`src/design/gcpf_pkg.sv`:
```
// ----------------------------------------------------------------------------
// gcpf_pkg
// Shared types and constants of the grid cell persistence filter: field
// widths, the per-cell store entry and the reset threshold.
// ----------------------------------------------------------------------------
package gcpf_pkg;

  localparam int unsigned COORD_W          = 7;
  localparam int unsigned CNT_W            = 4;
  localparam int unsigned GRID_SIDE_DEFAULT = 128;

  typedef logic [COORD_W-1:0] coord_t;
  typedef logic [CNT_W-1:0]   cnt_t;

  localparam cnt_t THRESH_RESET = cnt_t'(10);
  localparam cnt_t CNT_MAX      = '1;

  // One word of the per-cell store: previous observed bit and hit counter.
  typedef struct packed {
    logic prev_seen;
    cnt_t hit_counter;
  } entry_t;

  // Outcome of one counter update.
  typedef struct packed {
    entry_t entry;
    logic   newly_confirmed;
    logic   confirmed;
  } upd_res_t;

endpackage

```
`src/design/gcpf_update.sv`:
```
// ----------------------------------------------------------------------------
// gcpf_update
// Counter update rule for one cell, driven by the previous observed bit.
// ----------------------------------------------------------------------------
module gcpf_update (
  input  gcpf_pkg::entry_t   entry_i,
  input  gcpf_pkg::cnt_t     thresh_i,
  input  logic               occupied_i,
  output gcpf_pkg::upd_res_t res_o
);
  import gcpf_pkg::*;

  cnt_t cnt;
  cnt_t cnt_next;
  logic newly;

  assign cnt = entry_i.hit_counter;

  always_comb begin
    cnt_next = cnt;
    newly    = 1'b0;
    if (entry_i.prev_seen) begin
      if (cnt < thresh_i) begin
        cnt_next = cnt + 1'b1;
      end else if (cnt == thresh_i) begin
        newly = 1'b1;
        // saturate rather than wrap at the top of the counter
        if (cnt != CNT_MAX) begin
          cnt_next = cnt + 1'b1;
        end
      end
    end else if (cnt < thresh_i) begin
      cnt_next = '0;
    end
  end

  assign res_o.entry.prev_seen   = occupied_i;
  assign res_o.entry.hit_counter = cnt_next;
  assign res_o.newly_confirmed   = newly;
  assign res_o.confirmed         = (cnt_next > thresh_i);

endmodule

```
`config.mk`:
```
export PLATFORM = sky130hd
export DESIGN_NAME = gcpf_update
export DESIGN_NICKNAME = d
export VERILOG_FILES = /design/src/design/gcpf_pkg.sv /design/src/design/gcpf_update.sv
export SDC_FILE = /design/constraint.sdc
export NUM_CORES = 1
export LEC_CHECK = 0
export BUFFER_PORTS_ARGS = -buffer_cell sky130_fd_sc_hd__buf_2
export CORE_MARGIN = 5
export CORE_UTILIZATION = 25
export DETAILED_ROUTE_END_ITERATION = 10
export SLEW_MARGIN = 20
export SYNTH_ARGS = -nofsm -noshare
export SYNTH_HDL_FRONTEND = slang
export SYNTH_SLANG_ARGS = --single-unit
```
`constraint.sdc`:
```
create_clock -name vclk -period 4
set_input_delay 0.2 -clock vclk [all_inputs]
set_output_delay 0.2 -clock vclk [all_outputs]
set_load 0.01 [all_outputs]
```
==> flow_summary.ini, run 1 <==
[run_status]
run_status = completed

[die]
die-area_mm2 = 0.002288
die_width_um = 47.84
initial_utilization_pct = 26.83
placement_rows = 13
die_height_um = 47.84
fp.coreArea_mm2 = 0.001334
boundaryPins = 17

[job]
max_cap_viol_count = 0

[worst_setup_path]
critical-path-top-delay-family = compound AO/OA/AOI/OAI gates
critical_path.startpoint_type = input port
crit_buf_inv = 2
worst_ep_required_time_ns = 3.80
critical_path_class = in -> out
critPathSlowestCell = sky130_fd_sc_hd__a311oi_1
critPathMaxStageDelay_ns = 0.36
category_of_the_worst_setup_path_capture_point = primary output
critical_path.cell_chain = buf_2, ha_1, o21ai_1, a21oi_2, o21ai_0, a21oi_1, a311oi_1, ha_1, o21ai_0, nand2b_1, a21oi_1, a41oi_1, buf_2
critPathArrivalTime_ns = 2.42
critPathMaxFanout = 7

[placement]
post_dp_cell_area_um2 = 436.7
routabilityCongestion = 0.8283
dp.cells = 78
numPortBuffers = 15

[detailed_routing]
routed_wirelength_um = 895
routed_wire_length_per_instance_um = 11.47
drt_iter0_drc = 4
drtAntennaViolNets = 0
first_pass_iters = 3
drt_drc_violations_left = 0
avgViaCountPerCell = 5.026
dr_total_vias = 392

[clock_network]
post-cts-setup-buffer-count = 0
cts_resized = 0
hold_buf_count_cts = 0

[cells_and_area]
nClkBuffers = 0
register_area_um2 = 0
layout_commonest_cell = sky130_fd_sc_hd__buf_2
mostFrequentLayoutCells = sky130_fd_sc_hd__buf_2, sky130_fd_sc_hd__ha_1, sky130_fd_sc_hd__inv_1
area_growth_syn_to_layout_pct = 22.03
seq_cells = 0
final_layout_size_suffix_gt1_share_pct = 31.75
instances_no_fill = 78
fin_nets = 84
antenna_cells_inserted = 0
layout.cell_area.non_filler_um2 = 436.7

[timing]
final-max-slew-violation-count = 0
final.min_clock_period_ns = 2.619
totalNegativeSetupSlack_ns = 0
fin_crit_sh_pct = 65.47
finalSetupViolCount = 0
transition_time_at_the_pin_with_the_least_slew_margin_ns = 0.4051
relative_max_transition_margin_pct = 72.81
fmax_mhz = 381.8
grt_setup_unrepaired = false
fin_hold_ws_ns = 0.4001
timing.final.hold_violations = 0

[power_and_ir_drop]
power.density_mw_per_mm2 = 141.9
power.net_switching_mw = 0.03438
p_comb_share_pct = 100.0
power.clock.fraction_pct = 0
cellInternalPower_mw = 0.02756
power.sequential.fraction_pct = 0
power.ir.vdd_worst_uv = 56.41
p_sw_share_pct = 55.50
power_leakage_nw = 0.2514

[min_path]
timing.hold.worst.class = in -> out

[logic_synthesis]
synth.net_count = 69
synthesis.instances = 50
synth.avg_cell_area_um2 = 7.157
synth.yosys.seq_area_share_pct = 0
ys.warnings.count = 0
syn-cell-area_um2 = 357.8
synth_cell_type_count = 24

[global_routing]
via_count_of_the_first_global_routing_pass = 367
track_usage_pct = 8.748
antenna_violations_before_repair = 0
pin_count_of_the_biggest_net_entering_global_routing = 8
total_congestion_overflow_after_global_routing = 0
grt_pass1_wl_um = 1524
-- per-stage QoR --
| step | power, mW | setup WS (ns) | utilization, % |
|---|---|---|---|
| global route | 0.07178 | 1.108 | 32.74 |
| finish | 0.06195 | 1.381 | 32.74 |
| CTS | 0.06228 | 1.415 | 32.74 |
| detailed placement | 0.06190 | 1.433 | 32.74 |
| floorplan | 0.04164 | 1.731 | - |
| global placement | 0.06123 | 1.442 | 32.74 |
-- cell type report --
cell class,instances,area [um2]
inverters,7,26.28
fillers,162,897.1
well taps,15,18.77
multi-input cells,41,316.6
repair buffers,15,75.07
-- power groups by stage --
stage	clock network [mW]	registers (mW)	logic, mW
4_1_cts	0	0	0.0623
5_1_grt	0	0	0.0718
6_report	0	0	0.0619
3_3_place_gp	0	0	0.0612
2_1_floorplan	0	0	0.0416
3_5_place_dp	0	0	0.0619
-- logic make-up after synthesis --
family                     count (synthesis)  synth area share [%]
buffers and inverters                      9                 11.54
AOI/OAI and AO/OA                         17                 30.07
adders and majority gates                  9                 31.47
muxes                                      2                 5.944
and+or+nand+nor                           13                 20.98
-- path summary, 6_finish.rpt --
check,endpoint,depth (start not counted),from
setup / recovery,res_o[0],13,entry_i[2]
hold / removal,res_o[6],0,occupied_i
-- metal layers --
metal	part of all wire (%)	up-vias	global-route usage, %
li1	-	208	-
met1	50	173	12.75
met2	42	11	15.04
met3	8.0	0	0.3759
met4	0	0	0
met5	0	-	0
-- synth_stat cells, types with 2 or more instances --
cell / n / share of area [%]
sky130_fd_sc_hd__nand2b_1: 2 / 3.5
sky130_fd_sc_hd__o21ai_0: 2 / 2.8
sky130_fd_sc_hd__nand2_1: 2 / 2.1
sky130_fd_sc_hd__ha_1: 9 / 31
sky130_fd_sc_hd__a21oi_1: 6 / 8.4
sky130_fd_sc_hd__buf_4: 2 / 4.2
sky130_fd_sc_hd__o21ai_1: 2 / 2.8
sky130_fd_sc_hd__nor2_1: 3 / 3.1
sky130_fd_sc_hd__inv_1: 7 / 7.3
Note: power is estimated with default switching activity, not from simulation.
==> inputs of run 2 (changes only) <==
- clock period: 4 -> 2.12 ns (I/O delays scaled with it)
==> flow_summary.ini, run 2 (same netlist as run 1, synthesis figures left out) <==
[run_status]
run_status = complete, but fails checks
failed_checks = negative setup slack

[detailed_routing]
routed_wire_length_per_instance_um = 13.10
drtAntennaViolNets = 0
avgViaCountPerCell = 4.981
dr_total_vias = 518
drt_drc_violations_left = 0
drt_iter0_drc = 11
routed_wirelength_um = 1362
first_pass_iters = 4

[cells_and_area]
fill_cells = 116
antenna_cells_inserted = 0
nClkBuffers = 0
final_layout_size_suffix_gt1_share_pct = 78.65
multiInputGateArea_um2 = 490.5
area_growth_syn_to_layout_pct = 139.2
layout.cell_area.non_filler_um2 = 855.8
layout_commonest_cell = sky130_fd_sc_hd__buf_4
register_area_um2 = 0
mostFrequentLayoutCells = sky130_fd_sc_hd__buf_4, sky130_fd_sc_hd__buf_2, sky130_fd_sc_hd__ha_4
seq_cells = 0
fin_nets = 110

[clock_network]
hold_buf_count_cts = 0

[die]
placement_rows = 13
die-area_mm2 = 0.002288
die_width_um = 47.84
die_height_um = 47.84
boundaryPins = 17
fp.coreArea_mm2 = 0.001334
initial_utilization_pct = 26.83

[global_routing]
grt_pass1_wl_um = 2063
via_count_of_the_first_global_routing_pass = 520
antenna_violations_before_repair = 0
total_congestion_overflow_after_global_routing = 0
track_usage_pct = 11.92
pin_count_of_the_biggest_net_entering_global_routing = 6

[timing]
grt_setup_unrepaired = true
fin_crit_sh_pct = 110.7
fmax_mhz = 426.1
timing.final.hold_violations = 0
totalNegativeSetupSlack_ns = -0.2269
final-max-slew-violation-count = 0
transition_time_at_the_pin_with_the_least_slew_margin_ns = 0.2833
post-route-worst-setup-slack_ns = -0.2269
relative_max_transition_margin_pct = 81.05
final.min_clock_period_ns = 2.347
finalSetupViolCount = 1

[min_path]
hold_path_startpoint = occupied_i
depth_of_the_worst_hold_timing_path = 0
min_to = res_o[6]
timing.hold.worst.class = in -> out

[power_and_ir_drop]
power_leakage_nw = 0.4123
power.ir.vdd_worst_uv = 173.8
power.density_mw_per_mm2 = 298.8
finalPower_mw = 0.2557

[worst_setup_path]
critical_path_class = in -> out
category_of_the_worst_setup_path_capture_point = primary output
worst_ep_required_time_ns = 2.01
critPathArrivalTime_ns = 2.24
critPathMaxFanout = 3
critical_path.startpoint_type = input port

[job]
max_cap_viol_count = 0

[placement]
numPortBuffers = 15
post_dp_cell_area_um2 = 556.8
final_hpwl_dp_um = 897.2
routabilityCongestion = 0.8658
-- run 2: changes by cell type in the layout (fill, tap and decap cells not counted), sizes merged --
cell,before,now
buf,15,41
-- run 2: layout make-up --
| class | count | area share [%] |
|---|---|---|
| Tap cell | 15 | 2.193 |
| Multi-Input combinational cell | 41 | 57.31 |
| Timing Repair Buffer | 41 | 37.13 |
| Inverter | 7 | 3.363 |
-- run 2: stage by stage --
stage	hold WS [ns]	utilization, %	cells	setup slack, ns
floorplan	0.3038	-	50	0.03872
global placement	0.2123	41.74	94	-0.1726
detailed placement	0.2123	41.74	94	-0.1950
CTS	0.2123	53.38	99	-0.09133
global route	0.2121	64.17	104	-0.3307
finish	0.2121	64.17	104	-0.2269
-- run 2: per-layer routing --
layer  vias to the layer above  part of all wire [%]  track usage [%]
met3                         0                   7.0           0.3759
met2                        15                    53            23.22
li1                        260                     -                -
met1                       243                    40            15.16
met5                         -                     0                0
met4                         0                     0                0
-- run 2: worst max-delay path, stage by stage --
cell                       delay (ns)
sky130_fd_sc_hd__buf_6           0.07
sky130_fd_sc_hd__inv_4           0.03
sky130_fd_sc_hd__ha_4            0.27
sky130_fd_sc_hd__nand4_1         0.20
sky130_fd_sc_hd__a31oi_2         0.27
sky130_fd_sc_hd__buf_4           0.17
sky130_fd_sc_hd__o21ai_4         0.07
sky130_fd_sc_hd__mux2_4          0.28
sky130_fd_sc_hd__ha_4            0.17
sky130_fd_sc_hd__nor2b_4         0.11
sky130_fd_sc_hd__o21ai_2         0.05
sky130_fd_sc_hd__nand2b_1        0.09
sky130_fd_sc_hd__a21oi_2         0.07
sky130_fd_sc_hd__a41oi_2         0.13
sky130_fd_sc_hd__buf_2           0.15
-- run 2: worst max path at each step --
stage                     slack (ns)   startpoint       end
after floorplan                 0.04  thresh_i[2]  res_o[0]
after global placement         -0.17   entry_i[0]  res_o[0]
after detailed placement       -0.20   entry_i[2]  res_o[0]
after CTS                      -0.09   entry_i[2]  res_o[0]
after global routing           -0.33  thresh_i[1]  res_o[0]
final                          -0.23  thresh_i[1]  res_o[0]
-- run 2: timing repair --
action | CTS | global route
setup endpoints to repair | 1 | 1
gates resized for setup | 26 | 18
pin swaps | 12 | 13
buffers inserted | 5 | 5
-- run 2: where the power goes --
group	leakage, nW	switching, mW	internal, mW
combinational	0.412	0.110	0.145
sequential	0	0	0
clock	0	0	0
total	0.412	0.110	0.145
==> inputs of run 3 (changes only) <==
- PLACE_DENSITY: not set -> 0.55
- RECOVER_POWER: not set -> 50
==> flow_summary.ini, run 3 (same netlist as run 1, synthesis figures left out) <==
[die]
fp.coreArea_mm2 = 0.001334
placement_rows = 13
boundaryPins = 17
die_width_um = 47.84
die_height_um = 47.84
die-area_mm2 = 0.002288
initial_utilization_pct = 26.83

[cells_and_area]
fill_cells = 117
final_layout_size_suffix_gt1_share_pct = 73.33
register_area_um2 = 0
multiInputGateArea_um2 = 439.2
utilization_pct = 61.44
seq_cells = 0
fin_nets = 111
area_growth_syn_to_layout_pct = 129.0
instances_no_fill = 105
antenna_cells_inserted = 0
layout_commonest_cell = sky130_fd_sc_hd__buf_4
mostFrequentLayoutCells = sky130_fd_sc_hd__buf_4, sky130_fd_sc_hd__buf_6, sky130_fd_sc_hd__buf_2
nClkBuffers = 0

[worst_setup_path]
critical_path.startpoint_type = input port
critical_path.cell_chain = buf_6, ha_4, nand2b_1, a21oi_2, nor2_2, o21ai_2, o22ai_4, ha_4, nor2b_4, o21ai_1, nand2b_1, a21oi_1, a41oi_1, buf_2
critPathSlowestCell = sky130_fd_sc_hd__ha_4
critPathArrivalTime_ns = 2.02
critical_path_class = in -> out
worst_ep_required_time_ns = 2.01
category_of_the_worst_setup_path_capture_point = primary output
critPathMaxFanout = 3
critPathMaxStageDelay_ns = 0.28

[power_and_ir_drop]
p_comb_share_pct = 100.0
power_leakage_nw = 0.4101
power.density_mw_per_mm2 = 288.7
power.sequential.fraction_pct = 0
power.clock.fraction_pct = 0
p_sw_share_pct = 41.51
power.net_switching_mw = 0.09821
power.ir.vdd_worst_uv = 132.5
cellInternalPower_mw = 0.1384

[placement]
final_hpwl_dp_um = 852.7
dp.cells = 95
pre_cts_ws_ns = -0.1881
numPortBuffers = 15
routabilityCongestion = 0.8583

[detailed_routing]
first_pass_iters = 4
drt_drc_violations_left = 0
drtAntennaViolNets = 0
routed_wire_length_per_instance_um = 12.34
drt_iter0_drc = 1
routed_wirelength_um = 1296
avgViaCountPerCell = 4.848
dr_total_vias = 509

[global_routing]
via_count_of_the_first_global_routing_pass = 488
total_congestion_overflow_after_global_routing = 0
pin_count_of_the_biggest_net_entering_global_routing = 7
grt_pass1_wl_um = 1987
antenna_violations_before_repair = 0
track_usage_pct = 11.61

[run_status]
run_status = complete, but fails checks
failed_checks = negative setup slack

[timing]
post-route-worst-setup-slack_ns = -0.005617
finalSetupViolCount = 1
final.min_clock_period_ns = 2.126
timing.final.hold_violations = 0
final-max-slew-violation-count = 0
transition_time_at_the_pin_with_the_least_slew_margin_ns = 0.2542
grt_setup_unrepaired = true
fmax_mhz = 470.5
relative_max_transition_margin_pct = 83.05
fin_crit_sh_pct = 100.3

[clock_network]
hold_buf_count_cts = 0

[min_path]
timing.hold.worst.class = in -> out

[job]
max_cap_viol_count = 0
[run 3: changes by cell type in the layout (fill, tap and decap cells not counted), sizes merged]
cell and delta:
buf +1
[run 3: worst paths after layout]
path              startpoint       end  slack (ns)  depth (start not counted)
hold / removal    occupied_i  res_o[6]        0.21                          0
setup / recovery  entry_i[1]  res_o[0]      -0.006                         14
[run 3: cell type report]
class	instances	area share [%]
repair buffers	42	40.00
inverters	7	4.122
multi-input cells	41	53.59
well taps	15	2.290
[run 3: power groups by stage]
stage | clock network, mW | registers [mW] | logic, mW
2_1_floorplan | 0 | 0 | 0.0786
3_3_place_gp | 0 | 0 | 0.153
3_5_place_dp | 0 | 0 | 0.153
4_1_cts | 0 | 0 | 0.214
5_1_grt | 0 | 0 | 0.259
6_report | 0 | 0 | 0.237
[run 3: through the flow]
stage / instance area [um2] / power [mW] / setup TNS, ns / hold WS [ns]
floorplan: 357.8 / 0.07857 / 0 / 0.3038
detailed placement: 564.3 / 0.1533 / -0.1881 / 0.2121
CTS: 770.7 / 0.2136 / -0.03505 / 0.2121
global route: 819.5 / 0.2585 / -0.1210 / 0.2120
finish: 819.5 / 0.2366 / -0.005617 / 0.2120
global placement: 564.3 / 0.1528 / -0.2141 / 0.2121
[run 3: metal layers]
layer / track usage (%) / part of all wire, % / vias to the layer above
met4: 1.613 / 1.2 / 0
met3: 0.7519 / 7.6 / 2
li1: - / - / 262
met5: 0 / 0 / -
met1: 13.63 / 40 / 225
met2: 22.96 / 52 / 20
[run 3: what timing repair did]
action / 4_1_cts / 5_1_grt
buffers inserted: 8 / 2
gates resized for setup: 29 / 9
setup endpoints to repair: 1 / 1
pin swaps: 13 / 8
[run 3: critical path: cells and delay by family]
kind / cells / cell delay, ns
AND/OR/NAND/NOR: 4 / 0.31
adder cells (fa/ha/maj): 2 / 0.53
AO/OA/AOI/OAI: 6 / 0.80
buffers and inverters: 2 / 0.26
